==> src/rtl/lgbr_pkg.sv <==
// lgbr_pkg: shared constants, codes and controller/datapath command types
// for the lagrange-gauss basis reduction block. no dependencies.
`timescale 1ns / 1ps
package lgbr_pkg;

    localparam int DEF_MAX_DIM        = 8;
    localparam int DEF_COMPONENT_BITS = 24;

    localparam int DIM_W    = 4;     // width of the dimension register
    localparam int IDX_IN_W = 3;     // width of the component index fields
    localparam int ACC_W    = 66;    // dot product accumulators and norms
    localparam int DIV_W    = 64;    // rounding divider width
    localparam int DIVC_W   = $clog2(DIV_W);

    // magnitude limit on the dot product accumulators
    localparam logic signed [ACC_W-1:0] BIG_LIMIT = {{(ACC_W-63){1'b0}}, 1'b1, 62'd0};

    localparam logic [1:0] ST_OK   = 2'd0;
    localparam logic [1:0] ST_ZERO = 2'd1;
    localparam logic [1:0] ST_OVF  = 2'd2;

    localparam logic [1:0] SEL_NN  = 2'd0;   // b0.b0 and b1.b1
    localparam logic [1:0] SEL_D   = 2'd1;   // b0.b1
    localparam logic [1:0] SEL_VV  = 2'd2;   // b0.b0 only
    localparam logic [1:0] SEL_UPD = 2'd3;   // b1 + q*b0

    typedef struct packed {
        logic       wr_en;
        logic       copy_en;
        logic       rd_sel;
        logic       mul_en;
        logic [1:0] mul_sel;
        logic       acc_clr;
        logic       ovf_clr;
        logic       order;
        logic       div_init;
        logic       div_step;
        logic       upd_commit;
        logic       vv_latch;
        logic       toggle;
        logic       out_load;
        logic       out_zero;
    } cmd_t;

    typedef struct packed {
        logic ovf;
        logic qbig;
        logic n0_zero;
        logic vv_lt;
    } status_t;

endpackage

==> src/rtl/lgbr_ctrl.sv <==
// lgbr_ctrl: sequencing state machine, dimension register, load counting and
// result beat control. depends on lgbr_pkg.
`timescale 1ns / 1ps
module lgbr_ctrl
    import lgbr_pkg::*;
#(
    parameter int MAX_DIM = DEF_MAX_DIM,
    parameter int IW      = (MAX_DIM > 1) ? $clog2(MAX_DIM) : 1
) (
    input  logic                aclk,
    input  logic                aresetn,
    input  logic                cfg_valid,
    output logic                cfg_ready,
    input  logic [DIM_W-1:0]    cfg_data,
    input  logic                s_valid,
    output logic                s_ready,
    input  logic [IDX_IN_W-1:0] s_component_index,
    output logic                m_valid,
    input  logic                m_ready,
    output logic                m_out_vector,
    output logic [IDX_IN_W-1:0] m_out_index,
    output logic                m_end_of_run,
    output logic [1:0]          m_status_code,
    output cmd_t                cmd,
    output logic [IW-1:0]       cmd_idx,
    input  status_t             stat
);

    localparam int CW = $clog2(MAX_DIM + 1);
    localparam logic [DIM_W-1:0] DIM_RESET = DIM_W'((MAX_DIM > 15) ? 15 : MAX_DIM);

    localparam logic [4:0] S_LOAD   = 5'd0;
    localparam logic [4:0] S_COPY   = 5'd1;
    localparam logic [4:0] S_COPY_W = 5'd2;
    localparam logic [4:0] S_NN     = 5'd3;
    localparam logic [4:0] S_NN_W   = 5'd4;
    localparam logic [4:0] S_NN_CHK = 5'd5;
    localparam logic [4:0] S_D      = 5'd6;
    localparam logic [4:0] S_D_W    = 5'd7;
    localparam logic [4:0] S_D_CHK  = 5'd8;
    localparam logic [4:0] S_DIV    = 5'd9;
    localparam logic [4:0] S_UPD    = 5'd10;
    localparam logic [4:0] S_UPD_W  = 5'd11;
    localparam logic [4:0] S_UPD_CHK = 5'd12;
    localparam logic [4:0] S_VV     = 5'd13;
    localparam logic [4:0] S_VV_W   = 5'd14;
    localparam logic [4:0] S_VV_CHK = 5'd15;
    localparam logic [4:0] S_EMIT   = 5'd16;

    logic [4:0]        state_reg, state_next;
    logic [DIM_W-1:0]  dim_reg;
    logic [IW-1:0]     idx_reg, idx_next;
    logic              vsel_reg, vsel_next;
    logic [CW:0]       cnt_reg, cnt_next;
    logic [DIVC_W-1:0] divc_reg, divc_next;
    logic [1:0]        status_reg, status_next;
    logic              m_valid_reg_q;
    logic              m_valid_next;
    logic              out_vector_next, end_next;
    logic [IDX_IN_W-1:0] out_index_next;

    logic [5:0]    dim6;
    logic [CW-1:0] dim_eff;
    logic [IW-1:0] dim_last;
    logic          in_dim, last;

    // out of range dimensions clamp to 1 .. MAX_DIM
    assign dim6     = 6'(dim_reg);
    assign dim_eff  = (dim6 == 6'd0) ? CW'(1) :
                      (dim6 > 6'(MAX_DIM)) ? CW'(MAX_DIM) : CW'(dim6);
    assign dim_last = IW'(dim_eff - CW'(1));
    assign in_dim   = 6'(s_component_index) < 6'(dim_eff);
    assign last     = (idx_reg == dim_last);

    assign cfg_ready = 1'b1;
    assign s_ready   = (state_reg == S_LOAD);
    assign m_valid   = m_valid_reg_q;
    assign cmd_idx   = idx_reg;

    always_comb begin
        state_next      = state_reg;
        idx_next        = idx_reg;
        vsel_next       = vsel_reg;
        cnt_next        = cnt_reg;
        divc_next       = divc_reg;
        status_next     = status_reg;
        m_valid_next    = m_valid_reg_q && !m_ready;
        out_vector_next = m_out_vector;
        out_index_next  = m_out_index;
        end_next        = m_end_of_run;
        cmd             = '0;
        cmd.rd_sel      = vsel_reg;

        case (state_reg)
            S_LOAD: begin
                if (s_valid && in_dim) begin
                    cmd.wr_en = 1'b1;
                    if ((CW+1)'(cnt_reg + 1'b1) >= {dim_eff, 1'b0}) begin
                        cnt_next   = '0;
                        idx_next   = '0;
                        vsel_next  = 1'b0;
                        state_next = S_COPY;
                    end else begin
                        cnt_next = (CW+1)'(cnt_reg + 1'b1);
                    end
                end
            end
            S_COPY: begin
                cmd.copy_en = 1'b1;
                status_next = ST_OK;
                if (last) begin
                    idx_next  = '0;
                    vsel_next = 1'b1;
                    if (vsel_reg) begin
                        vsel_next  = 1'b0;
                        state_next = S_COPY_W;
                    end
                end else begin
                    idx_next = idx_reg + 1'b1;
                end
            end
            S_COPY_W: begin
                cmd.acc_clr = 1'b1;
                cmd.ovf_clr = 1'b1;
                state_next  = S_NN;
            end
            S_NN, S_D, S_UPD, S_VV: begin
                cmd.mul_en  = 1'b1;
                cmd.mul_sel = (state_reg == S_NN) ? SEL_NN :
                              (state_reg == S_D)  ? SEL_D  :
                              (state_reg == S_UPD) ? SEL_UPD : SEL_VV;
                if (last) begin
                    idx_next   = '0;
                    state_next = state_reg + 5'd1;
                end else begin
                    idx_next = idx_reg + 1'b1;
                end
            end
            S_NN_W, S_D_W, S_UPD_W, S_VV_W: begin
                state_next = state_reg + 5'd1;
            end
            S_NN_CHK: begin
                if (stat.ovf) begin
                    status_next = ST_OVF;
                    state_next  = S_EMIT;
                end else begin
                    cmd.order   = 1'b1;
                    cmd.acc_clr = 1'b1;
                    state_next  = S_D;
                end
            end
            S_D_CHK: begin
                if (stat.ovf) begin
                    status_next = ST_OVF;
                    state_next  = S_EMIT;
                end else if (stat.n0_zero) begin
                    status_next = ST_ZERO;
                    state_next  = S_EMIT;
                end else begin
                    cmd.div_init = 1'b1;
                    divc_next    = '0;
                    state_next   = S_DIV;
                end
            end
            S_DIV: begin
                cmd.div_step = 1'b1;
                divc_next    = divc_reg + 1'b1;
                if (divc_reg == DIVC_W'(DIV_W - 1)) begin
                    state_next = S_UPD;
                end
            end
            S_UPD_CHK: begin
                if (stat.ovf || stat.qbig) begin
                    status_next = ST_OVF;
                    state_next  = S_EMIT;
                end else begin
                    cmd.upd_commit = 1'b1;
                    cmd.acc_clr    = 1'b1;
                    state_next     = S_VV;
                end
            end
            S_VV_CHK: begin
                if (stat.ovf) begin
                    status_next = ST_OVF;
                    state_next  = S_EMIT;
                end else if (stat.vv_lt) begin
                    cmd.vv_latch = 1'b1;
                    cmd.acc_clr  = 1'b1;
                    state_next   = S_D;
                end else begin
                    // final swap leaves the shorter vector first
                    cmd.toggle = 1'b1;
                    state_next = S_EMIT;
                end
            end
            S_EMIT: begin
                if (!m_valid_reg_q || m_ready) begin
                    cmd.out_load    = 1'b1;
                    cmd.out_zero    = (status_reg != ST_OK);
                    m_valid_next    = 1'b1;
                    out_vector_next = vsel_reg;
                    out_index_next  = IDX_IN_W'(idx_reg);
                    end_next        = vsel_reg && last;
                    if (last) begin
                        idx_next  = '0;
                        vsel_next = 1'b1;
                        if (vsel_reg) begin
                            vsel_next  = 1'b0;
                            state_next = S_LOAD;
                        end
                    end else begin
                        idx_next = idx_reg + 1'b1;
                    end
                end
            end
            default: begin
                state_next = S_LOAD;
            end
        endcase
    end

    always_ff @(posedge aclk) begin
        if (!aresetn) begin
            state_reg     <= S_LOAD;
            dim_reg       <= DIM_RESET;
            idx_reg       <= '0;
            vsel_reg      <= 1'b0;
            cnt_reg       <= '0;
            divc_reg      <= '0;
            status_reg    <= ST_OK;
            m_valid_reg_q <= 1'b0;
        end else begin
            state_reg     <= state_next;
            idx_reg       <= idx_next;
            vsel_reg      <= vsel_next;
            cnt_reg       <= cnt_next;
            divc_reg      <= divc_next;
            status_reg    <= status_next;
            m_valid_reg_q <= m_valid_next;
            if (cfg_valid) begin
                dim_reg <= cfg_data;
            end
        end
    end

    always_ff @(posedge aclk) begin
        m_out_vector  <= out_vector_next;
        m_out_index   <= out_index_next;
        m_end_of_run  <= end_next;
        if (cmd.out_load) begin
            m_status_code <= status_reg;
        end
    end

endmodule

==> config.mk <==
export PLATFORM = sky130hd
export DESIGN_NAME = lgbr_ctrl
export DESIGN_NICKNAME = d
export VERILOG_FILES = /design/src/rtl/lgbr_pkg.sv /design/src/rtl/lgbr_ctrl.sv
export SDC_FILE = /design/constraint.sdc
export NUM_CORES = 1
export LEC_CHECK = 0
export ABC_CLOCK_PERIOD_IN_PS = 5200
export BUFFER_PORTS_ARGS = -buffer_cell sky130_fd_sc_hd__buf_2
export CAP_MARGIN = 20
export CORE_MARGIN = 10
export CORE_UTILIZATION = 50
export DETAILED_ROUTE_END_ITERATION = 7
export PLACE_DENSITY = 0.77
export SYNTH_ARGS = -nofsm -noshare
export SYNTH_HDL_FRONTEND = slang
export SYNTH_SLANG_ARGS = --single-unit
==> constraint.sdc <==
create_clock -name aclk -period 5.2 [get_ports aclk]
set_input_delay 0.52 -clock aclk [delete_from_list [all_inputs] [get_ports aclk]]
set_output_delay 0.52 -clock aclk [all_outputs]
set_load 0.03 [all_outputs]
==> summary.md <==
| Metric | Value |
|---|---|
| Result of the run | `complete, no violations` |
| Maximum VDD drop | `approximately 0.33 mV` |
| Depth of the CTS H-tree | `2` |
| Worst rel slew slack | `0.4857` |
| Slew at the pin with the worst max-slew slack | `around 0.77 ns` |
| Maximum fanout count along the critical path | `6` |
| Total routing usage reported by global routing | `0.1483` |
| Launch point of the critical path | `dim_reg[3]` |
| Setup slack after layout | `2.249 ns` |
| Number of antenna-violating nets in the routed design | `0` |
| Portion of the clock cycle consumed by the worst path in the final layout | `0.5675` |
| Buffers added on ports | `43` |
| Sum Neg Setup Slack | `0 ns` |
| Worst hold path cell count | `3` |
| Multiplexer share of the synthesized area | `0.04777` |
| Post-Layout Cell Count | `~360` |
| Via count | `2,125` |
| Reg-to-Reg Start | `dim_reg[2]` |
| Filler Cells Inserted | `about 380` |
| Simple-gate area share of the yosys netlist | `0.2340` |
| Setup Viol. Count Final | `0` |
| Max-cap check violation count | `0` |
| Number of antenna violations at the first check in global routing | `0` |
| Hold WS | `0.4401 ns` |
| Most instantiated flip-flop cell in the synthesis netlist | `sky130_fd_sc_hd__dfxtp_1` |
| Number of distinct standard cells referenced by the synthesized netlist | `65` |
| Maximum number of pins on one net before global-route repair | `25` |
| Minimum setup slack among reg-to-reg paths | `around 2.6 ns` |
| Number of cells on the worst reg-to-reg path | `9` |
| Flip-flop count of the largest register after layout | `6` |
| Number of clock buffers inserted by TritonCTS | `5` |
| Syn Inst Count | `267` |
| Compound-gate portion of the synthesized area | `0.2248` |
| Clock-pin slew reported for the worst setup and hold paths after clock tree synthesis | `around 0.07 ns` |
| Kind of launch point of the worst setup path | `register` |
| Number of synthesized flops with an enable pin | `7` |
| Commonest cells after routing, fill and taps aside | `sky130_fd_sc_hd__buf_2, sky130_fd_sc_hd__nor2_1, sky130_fd_sc_hd__dfxtp_1, sky130_fd_sc_hd__inv_1, sky130_fd_sc_hd__a21oi_1` |
| Synthesized cell area | `between 2000 and 2500 sq um` |
| Maximum root-to-sink buffer count | `2` |
| Launch instance of the worst min-delay path | `cfg_data[3]` |
| Post-CTS Setup Bufs | `0` |
| Leading cell type in the layout, fill and taps excluded | `sky130_fd_sc_hd__buf_2` |
| Width of the chip | `roughly 88 um` |
| Share of flip-flops with an asynchronous set or reset | `0` |
| Gr ovfl total | `0` |
| Core Util, Final | `0.5986` |
| Worst Path Arrival | `2.43 ns` |
| Total count of hold-check failures in the final report | `0` |
| Top Ports | `45` |
| End of the worst register-to-register path | `vsel_reg` |
| Number of buffers added to fix hold violations after cts | `0` |
| Post-cts gate resize count | `0` |
| Period minus WS final | `slightly below 3 ns` |
| Type of the tightest min-delay check | `primary input to register` |
| Share of the synthesized area in the top cell type | `0.2345` |
| CTS tree | `built` |
| Final-report max-slew violation count | `0` |
| Leakage power of the design | `1.155 nW` |
| Placed cells | `351` |
| Xor and xnor fraction of the mapped netlist area | `0.02660` |
| Area of the core region | `around 4400 sq um` |
| First-pass detailed-route iteration total | `4` |
| Number of antenna repair diodes | `0` |
| Setup repair after global routing missed its margin | `no` |
| Via density per instance | `about 5.9` |
| Post-synth top area cell | `sky130_fd_sc_hd__dfxtp_1` |
| Sequential-to-total area share from yosys stat | `0.3257` |
| Yosys synthesis warning count | `0` |
| Net count after synthesis | `298` |
| Endpoint, Worst Hold | `dim_reg[3]` |
| Dpl hpwl | `4269 um` |
| Class of the most critical setup path | `register to primary output` |
| Global placement routability congestion | `0.8986` |
| Ranking of synthesized cells by area | `sky130_fd_sc_hd__dfxtp_1, sky130_fd_sc_hd__edfxtp_1, sky130_fd_sc_hd__ha_1, sky130_fd_sc_hd__nor2_1, sky130_fd_sc_hd__a21oi_1` |
| Required time worst endpoint | `about 4.7 ns` |
| Adder and majority gate portion of the synthesized area | `0.08143` |
| Power per standard cell area | `about 470 nW/um^2` |
| Die height | `87.89 um` |
| Iter 0 DRT Violations | `~170` |
| Kind of end point of the critical path | `primary output` |
| Clock latency at the later pin of the worst-skew pair | `0.29 ns` |
| Starting density of the core | `0.5221` |
| Average detailed-routed wire length per instance | `about 16 um` |
| Sum of routed wire length over all layers | `between 5000 and 6000 um` |
| Largest family of logic cells by synthesized area | `simple AND/OR/NAND/NOR gates` |
| Average cell area after synthesis | `8.632 sq um` |
| Num Clock Sinks | `34` |
| Standard-cell row count | `24` |
| Synth-to-layout area growth | `14.66%` |
| Flops & latches, synth | `34` |
| Top achievable clock speed | `338.9 MHz` |
| Share of layout cells above drive strength 1 | `0.2345` |
| Place WS | `2.565 ns` |
| First-pass GRT wire length | `approximately 9400 um` |
| Clock skew after layout | `0.004523 ns` |
| Number of global-route vias before repair | `just over 2,000` |
| Final layout net count | `about 340` |
| CTS Root Buffer Type | `sky130_fd_sc_hd__clkbuf_8` |
| Area enclosed by the die boundary | `7725 sq um` |
| DRC | `0` |
[stage by stage]
stage	area (sq um)	total power [mW]
after floorplan	2305	0.8482
after global routing	2643	1.327
after global placement	2534	0.9845
final	2643	1.239
after detailed placement	2534	0.9907
after CTS	2643	1.239
[routing by layer]
layer	up-vias	wire length [um]	GRT usage
li1	1044	-	-
met1	1012	2425	0.1829
met2	64	2778	0.2454
met3	5	382	0.04364
met4	0	44	0.03913
met5	-	0	0
[synth_stat cells (3+ instances only)]
library cell / n
sky130_fd_sc_hd__a211oi_1: 3
sky130_fd_sc_hd__a21oi_1: 17
sky130_fd_sc_hd__a22oi_1: 6
sky130_fd_sc_hd__a31oi_1: 3
sky130_fd_sc_hd__and2_1: 4
sky130_fd_sc_hd__and3_1: 4
sky130_fd_sc_hd__buf_2: 5
sky130_fd_sc_hd__clkbuf_1: 5
sky130_fd_sc_hd__dfxtp_1: 27
sky130_fd_sc_hd__edfxtp_1: 7
sky130_fd_sc_hd__ha_1: 15
sky130_fd_sc_hd__inv_1: 17
sky130_fd_sc_hd__inv_2: 3
sky130_fd_sc_hd__mux2i_1: 5
sky130_fd_sc_hd__nand2_1: 15
sky130_fd_sc_hd__nand2b_1: 3
sky130_fd_sc_hd__nand3_1: 9
sky130_fd_sc_hd__nor2_1: 30
sky130_fd_sc_hd__nor2b_1: 5
sky130_fd_sc_hd__nor3_1: 4
sky130_fd_sc_hd__o211ai_1: 3
sky130_fd_sc_hd__o21a_1: 3
sky130_fd_sc_hd__o21ai_0: 9
sky130_fd_sc_hd__o21bai_1: 3
sky130_fd_sc_hd__or2_2: 3
sky130_fd_sc_hd__or3_1: 3
sky130_fd_sc_hd__xnor2_1: 4
sky130_fd_sc_hd__xor2_1: 3
[report_power, final]
| group | switching [mW] | total, mW | internal, mW |
|---|---|---|---|
| Sequential | 0.0413 | 0.352 | 0.310 |
| Combinational | 0.414 | 0.642 | 0.228 |
| Clock | 0.102 | 0.245 | 0.143 |
[area by class of cell]
class	instances	area [sq um]	share of cell area
inverter	20	75.07	0.02841
sequential	34	750.7	0.2841
tap	52	65.06	0.02462
multi-input combinational	201	1420	0.5374
clock inverter	2	36.28	0.01373
clock buffer	6	72.57	0.02746
timing repair buffer	44	222.7	0.08428
[how the worst max path moves through the flow]
stage                          end  slack [ns]  depth (start not counted)
after global placement    vsel_reg        2.66                          9
after CTS                  cmd[15]        2.28                          9
after global routing       cmd[15]        2.07                          9
final                      cmd[15]        2.25                          9
after detailed placement  vsel_reg        2.57                          9
after floorplan             cmd[0]        2.58                          6
[cell families (layout without fill, tap and decap cells)]
family                   Yosys count  count (layout)
multiplexers                      10              10
AO/OA/AOI/OAI                     71              71
flip-flops                        34              34
adder cells (fa/ha/maj)           15              15
buffers and inverters             32              72
AND/OR/NAND/NOR                   97              97
XOR/XNOR                           7               7
other                              1               1
[critical path, stage by stage, from the launching register on]
cell,delay [ns]
sky130_fd_sc_hd__dfxtp_1,0.33
sky130_fd_sc_hd__inv_1,0.17
sky130_fd_sc_hd__nand2_1,0.15
sky130_fd_sc_hd__ha_1,0.32
sky130_fd_sc_hd__inv_1,0.04
sky130_fd_sc_hd__o211ai_1,0.23
sky130_fd_sc_hd__a21boi_1,0.33
sky130_fd_sc_hd__nand2b_1,0.30
sky130_fd_sc_hd__inv_1,0.08
sky130_fd_sc_hd__buf_2,0.18
Power figures use the tool's default switching activity.
